==> config.mk <==
export PLATFORM = sky130hd
export DESIGN_NAME = quoted_command_line_tokenizer_core_flat
export DESIGN_NICKNAME = d
export VERILOG_FILES = /design/src/rtl/core/qclt_pkg.sv /design/src/rtl/core/qclt_if.sv /design/src/rtl/core/qclt_cfg.sv /design/src/rtl/core/qclt_in_stage.sv /design/src/rtl/core/qclt_scan.sv /design/src/rtl/core/qclt_out_stage.sv /design/src/rtl/core/quoted_command_line_tokenizer_core.sv /design/src/flat_wrapper.sv
export SDC_FILE = /design/constraint.sdc
export NUM_CORES = 1
export LEC_CHECK = 0
export BUFFER_PORTS_ARGS = -buffer_cell sky130_fd_sc_hd__buf_2
export CELL_PAD_IN_SITES_DETAIL_PLACEMENT = 0
export CELL_PAD_IN_SITES_GLOBAL_PLACEMENT = 1
export CORE_ASPECT_RATIO = 1.4
export CORE_MARGIN = 3
export CORE_UTILIZATION = 35
export CTS_CLUSTER_DIAMETER = 50
export CTS_CLUSTER_SIZE = 28
export DETAILED_ROUTE_END_ITERATION = 7
export PLACE_DENSITY = 0.75
export SLEW_MARGIN = 20
export SYNTH_ARGS = -nofsm -noshare
export SYNTH_HDL_FRONTEND = slang
export SYNTH_SLANG_ARGS = --single-unit
==> constraint.sdc <==
create_clock -name clk -period 3.44 [get_ports clk]
set_input_delay 0.172 -clock clk [delete_from_list [all_inputs] [get_ports clk]]
set_output_delay 0.172 -clock clk [all_outputs]
set_load 0.02 [all_outputs]
==> src/rtl/core/qclt_pkg.sv <==
// Package for the quoted command line tokenizer.
// Holds sizes, character codes, the scan mode type and the result record.
// No dependencies; every other file imports it.
package qclt_pkg;

  // Line and argument sizing
  localparam int LINE_LEN  = 1024;
  localparam int ARG_SLOTS = 64;
  localparam int POS_W     = 10;
  localparam int TOK_W     = 6;
  localparam int CHAR_W    = 8;
  localparam int CFG_DW    = 32;
  localparam int CFG_AW    = 3;

  // First position at which a byte no longer counts, and token cap
  localparam logic [POS_W-1:0] POS_LAST = POS_W'(LINE_LEN - 1);
  localparam logic [TOK_W-1:0] TOK_CAP  = TOK_W'(ARG_SLOTS - 1);
  localparam logic [TOK_W-1:0] MAX_TOKENS_RST = 6'd63;

  // Register index
  localparam logic REG_MAX_TOKENS = 1'b0;

  // Character codes
  localparam logic [CHAR_W-1:0] CH_NUL   = 8'h00;
  localparam logic [CHAR_W-1:0] CH_TAB   = 8'h09;
  localparam logic [CHAR_W-1:0] CH_NL    = 8'h0A;
  localparam logic [CHAR_W-1:0] CH_SPACE = 8'h20;
  localparam logic [CHAR_W-1:0] CH_DQUOTE = 8'h22;
  localparam logic [CHAR_W-1:0] CH_HASH  = 8'h23;
  localparam logic [CHAR_W-1:0] CH_SQUOTE = 8'h27;
  localparam logic [CHAR_W-1:0] CH_BSLASH = 8'h5C;

  // Scan mode
  typedef enum logic [2:0] {
    MODE_BETWEEN = 3'd0,
    MODE_PLAIN   = 3'd1,
    MODE_QUOTED  = 3'd2,
    MODE_ESCAPE  = 3'd3,
    MODE_STOPPED = 3'd4
  } qclt_mode_t;

  // One result request
  typedef struct packed {
    logic             token_valid;
    logic [POS_W-1:0] token_start;
    logic [POS_W-1:0] token_length;
    logic [TOK_W-1:0] token_index;
    logic             line_done;
    logic [TOK_W-1:0] token_count;
  } qclt_result_t;

endpackage

==> src/rtl/core/qclt_if.sv <==
// Stream interfaces for the tokenizer: byte input and token result output.
// Depends on qclt_pkg for field widths.
interface qclt_in_if import qclt_pkg::*; ();
  logic              valid;
  logic              ready;
  logic [CHAR_W-1:0] char_in;

  modport source (output valid, output char_in, input ready);
  modport sink   (input valid, input char_in, output ready);
endinterface

interface qclt_out_if import qclt_pkg::*; ();
  logic             valid;
  logic             ready;
  logic             token_valid;
  logic [POS_W-1:0] token_start;
  logic [POS_W-1:0] token_length;
  logic [TOK_W-1:0] token_index;
  logic             line_done;
  logic [TOK_W-1:0] token_count;

  modport source (output valid, output token_valid, output token_start,
                  output token_length, output token_index, output line_done,
                  output token_count, input ready);
  modport sink   (input valid, input token_valid, input token_start,
                  input token_length, input token_index, input line_done,
                  input token_count, output ready);
endinterface

==> src/rtl/core/qclt_cfg.sv <==
// APB-style configuration register block: holds max_tokens.
// Depends on qclt_pkg.
module qclt_cfg
  import qclt_pkg::*;
(
  input  logic              clk,
  input  logic              rst_n,
  input  logic              psel,
  input  logic              penable,
  input  logic              pwrite,
  input  logic [CFG_AW-1:0] paddr,
  input  logic [CFG_DW-1:0] pwdata,
  output logic [CFG_DW-1:0] prdata,
  output logic              pready,
  output logic [TOK_W-1:0]  max_tokens
);

  logic [TOK_W-1:0] max_tokens_r;
  logic [TOK_W-1:0] max_tokens_nxt;
  logic             wr_en;

  assign pready = 1'b1;
  assign wr_en  = psel && penable && pwrite && (paddr[2] == REG_MAX_TOKENS);

  // Register write
  always_comb begin
    max_tokens_nxt = max_tokens_r;
    if (wr_en) begin
      max_tokens_nxt = pwdata[TOK_W-1:0];
    end
  end

  always_ff @(posedge clk) begin
    if (!rst_n) begin
      max_tokens_r <= MAX_TOKENS_RST;
    end else begin
      max_tokens_r <= max_tokens_nxt;
    end
  end

  // Read back; other addresses read as zero
  always_comb begin
    prdata = '0;
    if (paddr[2] == REG_MAX_TOKENS) begin
      prdata = {{(CFG_DW-TOK_W){1'b0}}, max_tokens_r};
    end
  end

  assign max_tokens = max_tokens_r;

endmodule

==> src/rtl/core/qclt_in_stage.sv <==
// Input register: captures one byte request and holds it until the scanner
// takes it. Depends on qclt_pkg.
module qclt_in_stage
  import qclt_pkg::*;
(
  input  logic              clk,
  input  logic              rst_n,
  input  logic              in_valid,
  input  logic [CHAR_W-1:0] in_char,
  output logic              in_ready,
  input  logic              advance,
  output logic              a_valid,
  output logic [CHAR_W-1:0] a_char
);

  logic              valid_r, valid_nxt;
  logic [CHAR_W-1:0] char_r, char_nxt;
  logic              fire;

  // Free when empty or when the held byte moves on this cycle
  assign in_ready = !valid_r || advance;
  assign fire     = in_valid && in_ready;

  always_comb begin
    valid_nxt = valid_r;
    char_nxt  = char_r;
    if (fire) begin
      valid_nxt = 1'b1;
      char_nxt  = in_char;
    end else if (advance) begin
      valid_nxt = 1'b0;
    end
  end

  always_ff @(posedge clk) begin
    if (!rst_n) begin
      valid_r <= 1'b0;
    end else begin
      valid_r <= valid_nxt;
    end
  end

  always_ff @(posedge clk) begin
    char_r <= char_nxt;
  end

  assign a_valid = valid_r;
  assign a_char  = char_r;

endmodule

==> src/rtl/core/qclt_scan.sv <==
// Scanner: line state registers and the per-byte transition and result logic.
// Depends on qclt_pkg.
module qclt_scan
  import qclt_pkg::*;
(
  input  logic              clk,
  input  logic              rst_n,
  input  logic              step,
  input  logic [CHAR_W-1:0] c,
  input  logic [TOK_W-1:0]  max_tokens,
  output logic              has_res,
  output qclt_result_t      res
);

  qclt_mode_t       mode_r, mode_nxt;
  logic             qsingle_r, qsingle_nxt;
  logic [POS_W-1:0] pos_r, pos_nxt;
  logic [POS_W-1:0] start_r, start_nxt;
  logic [TOK_W-1:0] tokens_r, tokens_nxt;

  logic             is_nul, is_sp, is_quote, is_close, in_token, past_end;
  logic             at_limit, emit_mid;
  logic [TOK_W-1:0] limit;

  // Byte decode
  assign is_nul   = (c == CH_NUL);
  assign is_sp    = (c == CH_SPACE) || (c == CH_TAB) || (c == CH_NL);
  assign is_quote = (c == CH_DQUOTE) || (c == CH_SQUOTE);
  assign is_close = qsingle_r ? (c == CH_SQUOTE) : (c == CH_DQUOTE);
  assign in_token = (mode_r == MODE_PLAIN) || (mode_r == MODE_QUOTED) ||
                    (mode_r == MODE_ESCAPE);
  assign past_end = (pos_r >= POS_LAST);
  assign limit    = (max_tokens > TOK_CAP) ? TOK_CAP : max_tokens;
  assign at_limit = (tokens_r >= limit);

  // A token ends on a separator, a hash or the matching quote
  always_comb begin
    emit_mid = 1'b0;
    case (mode_r)
      MODE_PLAIN:  emit_mid = is_sp || (c == CH_HASH);
      MODE_QUOTED: emit_mid = is_close;
      default:     emit_mid = 1'b0;
    endcase
  end

  // Next state
  always_comb begin
    mode_nxt    = mode_r;
    qsingle_nxt = qsingle_r;
    pos_nxt     = pos_r;
    start_nxt   = start_r;
    tokens_nxt  = tokens_r;
    if (is_nul) begin
      mode_nxt    = MODE_BETWEEN;
      qsingle_nxt = 1'b0;
      pos_nxt     = '0;
      start_nxt   = '0;
      tokens_nxt  = '0;
    end else if (!past_end) begin
      pos_nxt = pos_r + 1'b1;
      case (mode_r)
        MODE_BETWEEN: begin
          if (is_sp) begin
            mode_nxt = MODE_BETWEEN;
          end else if ((c == CH_HASH) || at_limit) begin
            mode_nxt = MODE_STOPPED;
          end else if (is_quote) begin
            mode_nxt    = MODE_QUOTED;
            qsingle_nxt = (c == CH_SQUOTE);
            start_nxt   = pos_r + 1'b1;
          end else begin
            mode_nxt  = MODE_PLAIN;
            start_nxt = pos_r;
          end
        end
        MODE_PLAIN: begin
          if (is_sp) begin
            mode_nxt = MODE_BETWEEN;
          end else if (c == CH_HASH) begin
            mode_nxt = MODE_STOPPED;
          end
        end
        MODE_QUOTED: begin
          if (is_close) begin
            mode_nxt = MODE_BETWEEN;
          end else if (c == CH_BSLASH) begin
            mode_nxt = MODE_ESCAPE;
          end
        end
        MODE_ESCAPE: mode_nxt = MODE_QUOTED;
        default:     mode_nxt = MODE_STOPPED;
      endcase
      if (emit_mid) begin
        tokens_nxt = tokens_r + 1'b1;
      end
    end
  end

  // Result for this byte
  always_comb begin
    res     = '0;
    has_res = 1'b0;
    if (is_nul) begin
      has_res       = 1'b1;
      res.line_done = 1'b1;
      res.token_count = tokens_r;
      if (in_token) begin
        res.token_valid  = 1'b1;
        res.token_start  = start_r;
        res.token_length = pos_r - start_r;
        res.token_index  = tokens_r;
        res.token_count  = tokens_r + 1'b1;
      end
    end else if (!past_end && emit_mid) begin
      has_res          = 1'b1;
      res.token_valid  = 1'b1;
      res.token_start  = start_r;
      res.token_length = pos_r - start_r;
      res.token_index  = tokens_r;
    end
  end

  // State registers, updated only when the byte is consumed
  always_ff @(posedge clk) begin
    if (!rst_n) begin
      mode_r    <= MODE_BETWEEN;
      qsingle_r <= 1'b0;
      pos_r     <= '0;
      start_r   <= '0;
      tokens_r  <= '0;
    end else if (step) begin
      mode_r    <= mode_nxt;
      qsingle_r <= qsingle_nxt;
      pos_r     <= pos_nxt;
      start_r   <= start_nxt;
      tokens_r  <= tokens_nxt;
    end
  end

endmodule

==> src/rtl/core/qclt_out_stage.sv <==
// Output register: holds one result request until the sink takes it.
// Depends on qclt_pkg.
module qclt_out_stage
  import qclt_pkg::*;
(
  input  logic         clk,
  input  logic         rst_n,
  input  logic         load,
  input  qclt_result_t res_in,
  output logic         slot_free,
  output logic         out_valid,
  input  logic         out_ready,
  output qclt_result_t res_out
);

  logic         valid_r, valid_nxt;
  qclt_result_t res_r, res_nxt;

  // Slot can take a new request when empty or being drained now
  assign slot_free = !valid_r || out_ready;

  always_comb begin
    valid_nxt = valid_r;
    res_nxt   = res_r;
    if (load) begin
      valid_nxt = 1'b1;
      res_nxt   = res_in;
    end else if (out_ready) begin
      valid_nxt = 1'b0;
    end
  end

  always_ff @(posedge clk) begin
    if (!rst_n) begin
      valid_r <= 1'b0;
    end else begin
      valid_r <= valid_nxt;
    end
  end

  always_ff @(posedge clk) begin
    res_r <= res_nxt;
  end

  assign out_valid = valid_r;
  assign res_out   = res_r;

endmodule

==> src/rtl/core/quoted_command_line_tokenizer_core.sv <==
// Channel   Dir  Handshake        Payload
// in_ch     in   valid/ready      char_in[7:0]
// out_ch    out  valid/ready      token_valid, token_start, token_length,
//                                 token_index, line_done, token_count
// cfg       in   APB write/read   max_tokens at byte address 0
//
// One byte per cycle sustained while results are taken; a result reaches the output
// register from the input register through the combinational scan step. Synchronous
// active-low reset clears all line state and sets max_tokens to 63. While a result
// waits at the output, bytes that produce no result still flow; a byte that would
// produce one waits.
// Top level of the tokenizer. Depends on qclt_pkg, qclt_if and the qclt_* modules.
module quoted_command_line_tokenizer_core
  import qclt_pkg::*;
(
  input  logic              clk,
  input  logic              rst_n,
  qclt_in_if.sink           in_ch,
  qclt_out_if.source        out_ch,
  input  logic              psel,
  input  logic              penable,
  input  logic              pwrite,
  input  logic [CFG_AW-1:0] paddr,
  input  logic [CFG_DW-1:0] pwdata,
  output logic [CFG_DW-1:0] prdata,
  output logic              pready
);

  logic              in_ready;
  logic              a_valid;
  logic [CHAR_W-1:0] a_char;
  logic              advance;
  logic              has_res;
  logic              slot_free;
  logic              out_valid;
  logic [TOK_W-1:0]  max_tokens;
  qclt_result_t      scan_res;
  qclt_result_t      out_res;

  // Configuration
  qclt_cfg u_cfg (
    .clk        (clk),
    .rst_n      (rst_n),
    .psel       (psel),
    .penable    (penable),
    .pwrite     (pwrite),
    .paddr      (paddr),
    .pwdata     (pwdata),
    .prdata     (prdata),
    .pready     (pready),
    .max_tokens (max_tokens)
  );

  // Input register
  qclt_in_stage u_in (
    .clk      (clk),
    .rst_n    (rst_n),
    .in_valid (in_ch.valid),
    .in_char  (in_ch.char_in),
    .in_ready (in_ready),
    .advance  (advance),
    .a_valid  (a_valid),
    .a_char   (a_char)
  );
  assign in_ch.ready = in_ready;

  // Held byte moves on unless its result has nowhere to go
  assign advance = a_valid && (!has_res || slot_free);

  // Scanner
  qclt_scan u_scan (
    .clk        (clk),
    .rst_n      (rst_n),
    .step       (advance),
    .c          (a_char),
    .max_tokens (max_tokens),
    .has_res    (has_res),
    .res        (scan_res)
  );

  // Output register
  qclt_out_stage u_out (
    .clk       (clk),
    .rst_n     (rst_n),
    .load      (advance && has_res),
    .res_in    (scan_res),
    .slot_free (slot_free),
    .out_valid (out_valid),
    .out_ready (out_ch.ready),
    .res_out   (out_res)
  );

  assign out_ch.valid        = out_valid;
  assign out_ch.token_valid  = out_res.token_valid;
  assign out_ch.token_start  = out_res.token_start;
  assign out_ch.token_length = out_res.token_length;
  assign out_ch.token_index  = out_res.token_index;
  assign out_ch.line_done    = out_res.line_done;
  assign out_ch.token_count  = out_res.token_count;

endmodule
==> src/flat_wrapper.sv <==
// flat-port wrapper written by rule: the top's interface ports become plain ports
module quoted_command_line_tokenizer_core_flat import qclt_pkg::*;
  (clk, rst_n, psel, penable, pwrite, paddr, pwdata, prdata, pready, in_ch_valid, in_ch_char_in, in_ch_ready, out_ch_valid, out_ch_token_valid, out_ch_token_start, out_ch_token_length, out_ch_token_index, out_ch_line_done, out_ch_token_count, out_ch_ready);
  qclt_in_if in_ch_i ();
  qclt_out_if out_ch_i ();
  input  logic clk;
  input  logic rst_n;
  input  logic psel;
  input  logic penable;
  input  logic pwrite;
  input  logic [CFG_AW-1:0] paddr;
  input  logic [CFG_DW-1:0] pwdata;
  output logic [CFG_DW-1:0] prdata;
  output logic pready;
  input wire logic [$bits(in_ch_i.valid)-1:0] in_ch_valid;
  input wire logic [$bits(in_ch_i.char_in)-1:0] in_ch_char_in;
  output wire logic [$bits(in_ch_i.ready)-1:0] in_ch_ready;
  output wire logic [$bits(out_ch_i.valid)-1:0] out_ch_valid;
  output wire logic [$bits(out_ch_i.token_valid)-1:0] out_ch_token_valid;
  output wire logic [$bits(out_ch_i.token_start)-1:0] out_ch_token_start;
  output wire logic [$bits(out_ch_i.token_length)-1:0] out_ch_token_length;
  output wire logic [$bits(out_ch_i.token_index)-1:0] out_ch_token_index;
  output wire logic [$bits(out_ch_i.line_done)-1:0] out_ch_line_done;
  output wire logic [$bits(out_ch_i.token_count)-1:0] out_ch_token_count;
  input wire logic [$bits(out_ch_i.ready)-1:0] out_ch_ready;
  assign in_ch_i.valid = in_ch_valid;
  assign in_ch_i.char_in = in_ch_char_in;
  assign in_ch_ready = in_ch_i.ready;
  assign out_ch_valid = out_ch_i.valid;
  assign out_ch_token_valid = out_ch_i.token_valid;
  assign out_ch_token_start = out_ch_i.token_start;
  assign out_ch_token_length = out_ch_i.token_length;
  assign out_ch_token_index = out_ch_i.token_index;
  assign out_ch_line_done = out_ch_i.line_done;
  assign out_ch_token_count = out_ch_i.token_count;
  assign out_ch_i.ready = out_ch_ready;
  quoted_command_line_tokenizer_core u_core (.clk(clk), .rst_n(rst_n), .in_ch(in_ch_i), .out_ch(out_ch_i), .psel(psel), .penable(penable), .pwrite(pwrite), .paddr(paddr), .pwdata(pwdata), .prdata(prdata), .pready(pready));
endmodule
==> results of run 1 <==
critical path, cell delays in order (launching register included):
cell and delay, ps:
edfxtp_1 500, nor4_4 430, nand2_4 240, clkinv_4 200, nor2_1 70, a211o_1 520, or4b_1 580, a21oi_1 140
path summary, 6_finish.rpt:
check / start / to / slack, ps / cells past startpoint
max: u_core.u_in.a_char[2] / u_core.u_scan.pos_r[4] / 680 / 7
min: in_ch_char_in[3] / u_core.u_in.a_char[3] / 10 / 1
max reg2reg: u_core.u_in.a_char[2] / u_core.u_scan.pos_r[4] / 680 / 7
min reg2reg: u_core.u_scan.start_r[4] / u_core.u_scan.start_r[4] / 460 / 2
layer usage:
layer | global-route usage (%) | wire length (um) | part of all wire, % | up-vias
met5 | 0 | 0 | 0 | -
met2 | 23.3 | 4530 | 51 | 87
met1 | 15.4 | 3780 | 42 | 1577
met3 | 2.71 | 463 | 5.2 | 13
met4 | 4.55 | 159 | 1.8 | 0
li1 | - | - | - | 1727
power by group through the flow:
stage	Clock, mW	Sequential, mW	Combinational (mW)
after floorplan	0	1.06	0.205
after global placement	0	1.07	0.224
after detailed placement	0	1.07	0.227
after CTS	1.11	1.05	0.228
after global routing	1.15	1.05	0.254
final	1.08	1.05	0.226
cells by family after synthesis:
family / share of synthesized area [%]
flip-flops: 45.4
adder cells (fa/ha/maj): 5.51
XOR/XNOR: 4.13
multiplexers: 3.40
buffers and inverters: 8.74
AO/OA/AOI/OAI: 11.7
AND/OR/NAND/NOR: 20.9
other: 0.169
layout make-up:
| class | instances | area (um^2) |
|---|---|---|
| clock inverter | 6 | 108 |
| inverter | 27 | 106 |
| clock buffer | 10 | 229 |
| fill | 1233 | 7230 |
| timing repair buffer | 66 | 338 |
| tap | 150 | 188 |
| sequential | 80 | 2020 |
| multi-input combinational | 346 | 2150 |
cell usage in the layout (no fill, tap or decap), drive strengths merged, types with 5 or more instances in the layout:
cell	netlist	routed
or3	10	10
clkbuf	14	10
mux2i	14	14
nand3	12	12
dfxtp	38	38
nor2	41	41
a21oi	28	28
o211ai	7	7
inv	26	26
o21ai	23	23
ha	18	18
edfxtp	42	42
o22ai	5	5
nand2	60	60
conb	2	27
nand2b	7	7
and3	8	8
nor3	6	6
xnor2	12	12
xor2	9	9
nand4	5	5
buf	30	66
and2	14	14
metrics by stage:
stage                     cells  area (um^2)  total power [mW]  worst slack [ps]  util (%)
after global routing        685         5140              2.46               451      41.5
after floorplan             497         4550              1.26               578         -
after global placement      669         4800              1.29               700      38.8
final                       685         5140              2.35               679      41.5
after CTS                   685         5140              2.38               648      41.5
after detailed placement    669         4800              1.29               663      38.8
state kept, by name (all words and copies together) (netlist names):
signal,flops
u_core.u_scan.start_r,10
u_core.u_scan.pos_r,10
u_core.u_cfg.max_tokens,6
u_core.u_out.out_valid,1
u_core.u_in.a_char,8
u_core.u_scan.qsingle_r,1
u_core.u_in.a_valid,1
u_core.u_scan.mode_r,3
u_core.u_out.res_out,34
u_core.u_scan.tokens_r,6
==> results.ini, run 1 <==
[sta]
clock_skew_ps = 5.14
whs_ps = 14.1
fin_setup_tns_ps = 0
worstMarginPinSlew_ps = 656
slew_viol_final = 0
timing.final.hold_violations = 0
slew_headroom_pct = 55.7
finalCritPeriodShare_pct = 80.3
fmax_mhz = 362
finalSetupViolations = 0
min_period_ps = 2760
rsz0062_at_grt = no

[clock_network]
clk_latency_ps = 330
cts.sinks = 80
ctsResizeCount = 0
path_clk_slew_ps = 60
root_buffer = clkbuf_16
cts_tree = built
cts_buffer_depth = 2
postCtsSetupBuffers = 0
cts-htree-levels = 3
hold_buffers = 0
cts_buffers = 9

[logic_synthesis]
synth_enable_flop_cells = 42
synthDistinctLibCells = 58
yosysTopAreaCell = edfxtp_1
synth_top_area_share_pct = 28.3
syn_inst = 472
yosysWarnings = 0
synth-async-reset-ratio_pct = 0
postSynthAreaPerCell_um2 = 9.43
ys.flop_type = edfxtp_1
yosys.cell_count.top_type = nand2_1
seq_area_frac_synth_pct = 45.4
syn_area_um2 = 4450
synth_common_cells = nand2_1, edfxtp_1, nor2_1
yosys-top-cells-area = edfxtp_1, dfxtp_1, ha_1
ys_ff_latch = 80

[grt]
grt_max_degree = 36
grt_usage_pct = 13.1
overflow = 0
grt_pass1_vias = 3144
grt_pass1_wl_um = 14900
grt_antenna_before_repair = 0

[pwr]
swShare_pct = 23.1
p_clk_share_pct = 45.8
pwr-share-seq_pct = 44.6
cellPowerDensity_nw_per_um2 = 457
switchingPower_mw = 0.543
ir_drop_mv = 0.243
p_int_mw = 1.81
leakagePower_nw = 2.06
comb_power_share_pct = 9.6

[run_status]
status = complete, no violations

[detailed_routing]
vias_per_cell = 4.97
drtAntennaViolNets = 0
num_vias = 3404
routed_wl_um = 8930
drc = 0
drt_iter0_markers = 144
wl_per_cell_um = 13.0
drt_first_pass_iters = 4

[floorplan]
die_area_um2 = 14100
rows = 48
die_h_um = 139
dieWidth_um = 101
top_level_ports = 119
start_util_pct = 36.0
core_um2 = 12400

[run]
maxCapViolCount = 0

[final_layout]
synthToLayoutAreaGrowth_pct = 15.4
layout-drive-gt1-share_pct = 17.0
nets = 599
antenna-diode-count = 0

[critical_path]
crit_path_start_kind = register
end_kind = register
critPathRequiredTime_ps = 3700
path_max_fanout = 19
critical_path_arrival_ps = 3020
crit_type = reg2reg

[min_path]
min_path_type = in2reg

[placement]
port_buffers = 63
dp_hpwl_um = 6690
gp_congestion = 0.787

No activity file was read; power rests on OpenSTA's default activity.
==> run 2, diff against run 1 <==
Settings changed: ABC_AREA set to 1, PLACE_DENSITY 0.75 to 0.74.
Clock period 3.44 ns to 2.7 ns, I/O delays scaled along.
==> results.ini, run 2 <==
[min_path]
hold_path_end = u_core.u_cfg.max_tokens[1]
holdPathStages = 3  ; +2
worstHoldStart = pwdata[1]
min_path_type = in2reg

[pwr]
comb_power_share_pct = 11.6  ; +2.0 points
cellPowerDensity_nw_per_um2 = 579  ; +27%
p_total_mw = 3.11  ; +32%
swShare_pct = 24.7  ; +1.6 points
p_clk_share_pct = 45.6  ; -0.2 points
p_int_mw = 2.34  ; +30%
pwr-share-seq_pct = 42.9  ; -1.7 points
switchingPower_mw = 0.766  ; +41%
ir_drop_mv = 0.316  ; +30%
leakagePower_nw = 2.49  ; +21%

[final_layout]
synthToLayoutAreaGrowth_pct = 18.3
fin_cells = 790  ; +15%
largest_reg_flops = 34  ; unchanged
antenna-diode-count = 0  ; unchanged
fin_util_pct = 43.0  ; +1.4 points
fill_cells = 1273  ; +3.2%
layout-drive-gt1-share_pct = 16.9  ; -0.13 points
nets = 704  ; +18%
final_cell_mix = nand2_1, nor2_1, inv_1, buf_2, edfxtp_1
stdcell_area_um2 = 5370  ; +4.5%

[sta]
finalCritPeriodShare_pct = 91.5  ; +11 points
min_period_ps = 2470  ; -291 ps
clock_skew_ps = 6.08  ; +0.947 ps
fin_setup_tns_ps = 0  ; unchanged
timing.final.hold_violations = 0  ; unchanged
worstMarginPinSlew_ps = 679  ; +23.2 ps
rsz0062_at_grt = no
fmax_mhz = 405  ; +12%
finalSetupViolations = 0  ; unchanged
slew_headroom_pct = 54.5  ; -1.1 points
whs_ps = 11.4  ; -2.73 ps
slew_viol_final = 0  ; unchanged
setup_ws_ps = 230  ; -449 ps

[placement]
place_inst = 764  ; +14%
pre_cts_slack_ps = 234  ; -429 ps
gp_congestion = 0.842  ; +7.0%
dp_hpwl_um = 7550  ; +13%
place_area_um2 = 4920  ; +2.5%
port_buffers = 63  ; unchanged

[floorplan]
die_area_um2 = 14400  ; +1.7%
core_um2 = 12500  ; +0.97%
top_level_ports = 119  ; unchanged
dieWidth_um = 102  ; +0.85%
rows = 48  ; unchanged
die_h_um = 141  ; +0.87%
start_util_pct = 36.3  ; +0.30 points

[logic_synthesis]
syn_area_um2 = 4530  ; +1.8%
ys.flop_type = edfxtp_1
postSynthAreaPerCell_um2 = 8.11  ; -14%
synth_enable_flop_cells = 42  ; unchanged
synth-async-reset-ratio_pct = 0  ; unchanged
synth_common_cells = nand2_1, nor2_1, inv_1
yosysTopAreaCell = edfxtp_1
yosys-top-cells-area = edfxtp_1, dfxtp_1, nand2_1
syn_inst = 559  ; +18%
yosysWarnings = 0  ; unchanged
synthDistinctLibCells = 39  ; -33%
seq_area_frac_synth_pct = 44.6  ; -0.81 points
synth_top_area_share_pct = 27.8  ; -0.51 points
ys_ff_latch = 80  ; unchanged

[critical_path]
crit_path_start_kind = register
critical_path_arrival_ps = 2510  ; -510 ps
r2r-start = u_core.u_scan.pos_r[1]
r2r_cells = 14  ; +7
crit_type = reg2reg
critPathRequiredTime_ps = 2740  ; -960 ps
path_max_fanout = 27  ; +8
r2r-end = u_core.u_out.res_out[29]
regToRegSetupSlack_ps = 230  ; -450 ps
end_kind = register

[grt]
grt_pass1_vias = 3546  ; +13%
grt_max_degree = 28  ; -22%
grt_usage_pct = 14.4  ; +1.2 points
overflow = 0  ; unchanged
grt_pass1_wl_um = 16200  ; +8.5%
grt_antenna_before_repair = 0  ; unchanged

[detailed_routing]
drc = 0  ; unchanged
vias_per_cell = 4.69  ; -5.6%
wl_per_cell_um = 12.4  ; -4.9%
drtAntennaViolNets = 0  ; unchanged
drt_first_pass_iters = 4  ; unchanged
drt_iter0_markers = 121  ; -16%
num_vias = 3705  ; +8.8%
routed_wl_um = 9800  ; +9.7%

[clock_network]
cts_tree = built
cts_buffers = 9  ; unchanged
clk_latency_ps = 340  ; about the same
ctsResizeCount = 0  ; unchanged
path_clk_slew_ps = 60  ; about the same
cts_buffer_depth = 2  ; unchanged
postCtsSetupBuffers = 0  ; unchanged
cts-htree-levels = 3  ; unchanged
root_buffer = clkbuf_16
cts.sinks = 80  ; unchanged

[run]
maxCapViolCount = 0  ; unchanged

[run_status]
status = complete, no violations

run 2: kinds of logic (layout without fill, tap and decap cells):
kind of cell	Yosys count	in the layout	share of synthesized area [%]
XOR/XNOR	12	12	2.32
other	2	27	0.166
flip-flops	80	80	44.6
buffers and inverters	122	178	13.1
adder cells (fa/ha/maj)	19	19	5.41
AO/OA/AOI/OAI	88	88	11.4
AND/OR/NAND/NOR	236	236	23.0
run 2: critical path, stage by stage (launching register included):
cell and delay (ps):
dfxtp_1 440, ha_1 230, nand2_1 100, nor2_2 130
nand2_1 110, nor2_4 130, nand2_4 80, nor2_8 130
inv_4 50, nand3_2 100, nand2_4 80, inv_4 70
nand2_4 100, clkinvlp_4 190, buf_12 200
run 2: final cells by class:
cell class / instances / area [um^2] / share of cell area, %
clock buffers: 10 / 229 / 4.27
clock inverters: 6 / 115 / 2.15
inverters: 82 / 318 / 5.92
multi-input cells: 382 / 2010 / 37.5
flip-flops and latches: 80 / 2020 / 37.7
well taps: 150 / 188 / 3.50
repair buffers: 80 / 480 / 8.95
run 2: how the worst max path moves through the flow:
stage                                start                  endpoint  slack, ps  cells after the start
CTS                 u_core.u_scan.pos_r[1]  u_core.u_out.res_out[29]        220                     14
detailed placement  u_core.u_scan.pos_r[1]  u_core.u_out.res_out[29]        230                     14
global route        u_core.u_scan.pos_r[1]  u_core.u_out.res_out[30]          5                     14
finish              u_core.u_scan.pos_r[1]  u_core.u_out.res_out[29]        230                     14
global placement    u_core.u_scan.pos_r[1]  u_core.u_out.res_out[31]        280                     14
floorplan           u_core.u_scan.pos_r[1]   u_core.u_out.res_out[0]        300                     14
run 2: power groups by stage:
stage          sequential [mW]  combinational (mW)  clock (mW)
2_1_floorplan             1.35               0.302           0
3_3_place_gp              1.36               0.344           0
3_5_place_dp              1.36               0.349           0
4_1_cts                   1.33               0.361        1.45
5_1_grt                   1.34               0.411        1.50
6_report                  1.33               0.359        1.41
run 2: repair_timing:
action / CTS / global route
setup endpoints to repair: 0 / 0
hold buffers: 10 / 0
endpoints found under the hold margin: 10 / 0
run 2: layer usage:
| metal | vias to the layer above | share of wire (%) | GRT usage, % |
|---|---|---|---|
| met4 | 0 | 2.2 | 6.77 |
| met2 | 93 | 54 | 26.3 |
| met3 | 14 | 4.1 | 2.33 |
| li1 | 1926 | - | - |
| met1 | 1672 | 40 | 15.7 |
| met5 | - | 0 | 0 |
==> run 3, diff against run 2 <==
Settings changed: PLACE_DENSITY 0.74 to 0.77.
Clock period 2.7 ns to 2.1 ns, I/O delays scaled along.
==> results.ini, run 3 (synthesis results as in run 2) <==
[run_status]
status = complete, no violations

[grt]
grt_pass1_vias = 3958  ; +12%
grt_antenna_before_repair = 0  ; unchanged
grt_usage_pct = 15.1  ; +0.77 points
grt_pass1_wl_um = 17400  ; +7.4%
overflow = 0  ; unchanged
grt_max_degree = 24  ; -14%

[clock_network]
cts_buffer_depth = 2  ; unchanged
cts-htree-levels = 3  ; unchanged
root_buffer = clkbuf_16
cts_tree = built
path_clk_slew_ps = 70  ; about the same
clk_latency_ps = 340  ; about the same
cts_buffers = 9  ; unchanged
cts.sinks = 80  ; unchanged

[sta]
slew_viol_final = 0  ; unchanged
timing.final.hold_violations = 0  ; unchanged
clock_skew_ps = 10.2  ; +4.12 ps
whs_ps = 71.4  ; +60.0 ps
rsz0062_at_grt = yes
finalCritPeriodShare_pct = 98.4  ; +6.9 points
min_period_ps = 2070  ; -405 ps
finalSetupViolations = 0  ; unchanged
fmax_mhz = 484  ; +20%
setup_ws_ps = 34.6  ; -195 ps
slew_headroom_pct = 54.2  ; -0.30 points
worstMarginPinSlew_ps = 684  ; +4.49 ps

[critical_path]
endpoint = u_core.u_out.res_out[20]
regToRegSetupSlack_ps = 30  ; -200 ps
r2r_cells = 14  ; unchanged
crit_type = reg2reg
worst_path_most_repeated_cell = nand2_4
r2r-end = u_core.u_out.res_out[20]
r2r-start = u_core.u_scan.pos_r[0]
cp_cell_sequence = ha_4 > nand2_4 > nor2_4 > nand2_2 > nor2_4 > nand2_4 > nor2_8 > inv_4 > nand3_4 > nand2_4 > inv_4 > nand2_4 > clkinvlp_4 > buf_12
cp_slowest_cell = dfxtp_2
critical_path_arrival_ps = 2110  ; -400 ps
end_kind = register
crit_path_start_kind = register
slowest_delay_ps = 360  ; -80 ps
critPathLaunch = u_core.u_scan.pos_r[0]
critPathRequiredTime_ps = 2150  ; -590 ps
path_max_fanout = 21  ; -22%

[detailed_routing]
drt_first_pass_iters = 4  ; unchanged
num_vias = 3955  ; +6.7%
highest_layer = met4
vias_per_cell = 4.77  ; +1.6%
drtAntennaViolNets = 0  ; unchanged
met1Wirelength_um = 4260  ; +8.8%
drc = 0  ; unchanged
drt_iter0_markers = 101  ; -17%
met2WireLength_um = 5700  ; +8.2%
wl_per_cell_um = 12.8  ; +3.4%
routed_wl_um = 10600  ; +8.7%
routed-wl-met3_um = 360  ; -11%

[min_path]
min_path_type = in2reg
holdPathStages = 4  ; +1
worstHoldStart = out_ch_ready

[placement]
pre_cts_slack_ps = -61.0  ; -295 ps
port_buffers = 63  ; unchanged
dp_hpwl_um = 7860  ; +4.1%
place_area_um2 = 5220  ; +6.0%
gp_congestion = 0.839  ; -0.31%
place_inst = 794  ; +3.9%

[floorplan]
core_um2 = 12500  ; unchanged
die_h_um = 141  ; unchanged
top_level_ports = 119  ; unchanged
rows = 48  ; unchanged
die_area_um2 = 14400  ; unchanged
dieWidth_um = 102  ; unchanged
start_util_pct = 36.3  ; unchanged

[final_layout]
layout_commonest_cell = nor2_1
synthToLayoutAreaGrowth_pct = 28.9
stdcell_area_um2 = 5840  ; +8.9%
fill_cells = 1215  ; -4.6%
largest_reg_flops = 34  ; unchanged
final_cell_mix = nor2_1, nand2_1, inv_1, buf_2, edfxtp_1
nets = 744  ; +5.7%
antenna-diode-count = 0  ; unchanged
fin_cells = 830  ; +5.1%
layout-drive-gt1-share_pct = 25.6  ; +8.7 points

[pwr]
leakagePower_nw = 2.70  ; +8.4%
ir_drop_mv = 0.345  ; +9.0%
p_total_mw = 3.85  ; +24%
cellPowerDensity_nw_per_um2 = 659  ; +14%

[run]
maxCapViolCount = 0  ; unchanged

## run 3: how the worst min path moves through the flow
stage,endpoint
after global placement,u_core.u_in.a_char[7]
after detailed placement,u_core.u_in.a_char[3]
after global routing,u_core.u_out.out_valid
after CTS,u_core.u_out.out_valid
final,u_core.u_out.out_valid
after floorplan,u_core.u_in.a_char[0]
## run 3: power by group
part	internal, mW	switching [mW]	total (mW)
registers	1.68	0.0319	1.71
logic	0.227	0.341	0.568
clock network	0.927	0.647	1.57
total	2.83	1.02	3.85
## run 3: cell type report
class | count | area [um^2] | share of cell area [%]
multi-input combinational | 383 | 2170 | 37.2
clock buffer | 10 | 229 | 3.92
timing repair buffer | 119 | 836 | 14.3
inverter | 82 | 322 | 5.50
sequential | 80 | 2030 | 34.7
clock inverter | 6 | 65.1 | 1.11
tap | 150 | 188 | 3.21
## run 3: stage by stage
| stage | utilization, % | TNS (ps) |
|---|---|---|
| final | 46.8 | 0 |
| after detailed placement | 41.8 | -61.0 |
| after CTS | 45.7 | 0 |
| after floorplan | - | -7980 |
| after global placement | 41.8 | -32.3 |
| after global routing | 46.8 | -2460 |
## run 3: what timing repair did
item	in CTS	in global routing
hold endpoints to repair	15	0
setup buffers	1	4
hold buffers	15	0
cloned	0	1
gates resized for setup	11	30
endpoints found under the setup margin	2	62
pin swaps	3	12
## run 3: routing by layer
metal | vias to the layer above | track usage [%]
li1 | 2019 | -
met1 | 1814 | 16.4
met2 | 97 | 27.7
met3 | 25 | 1.93
met4 | 0 | 8.22
met5 | - | 0
## run 3: critical path, delay by kind of cell, from the launching register on
| kind | cells | cell delay, ps |
|---|---|---|
| flops | 1 | 360 |
| fa+ha+maj | 1 | 160 |
| simple gates | 9 | 820 |
| buf+inv | 4 | 410 |
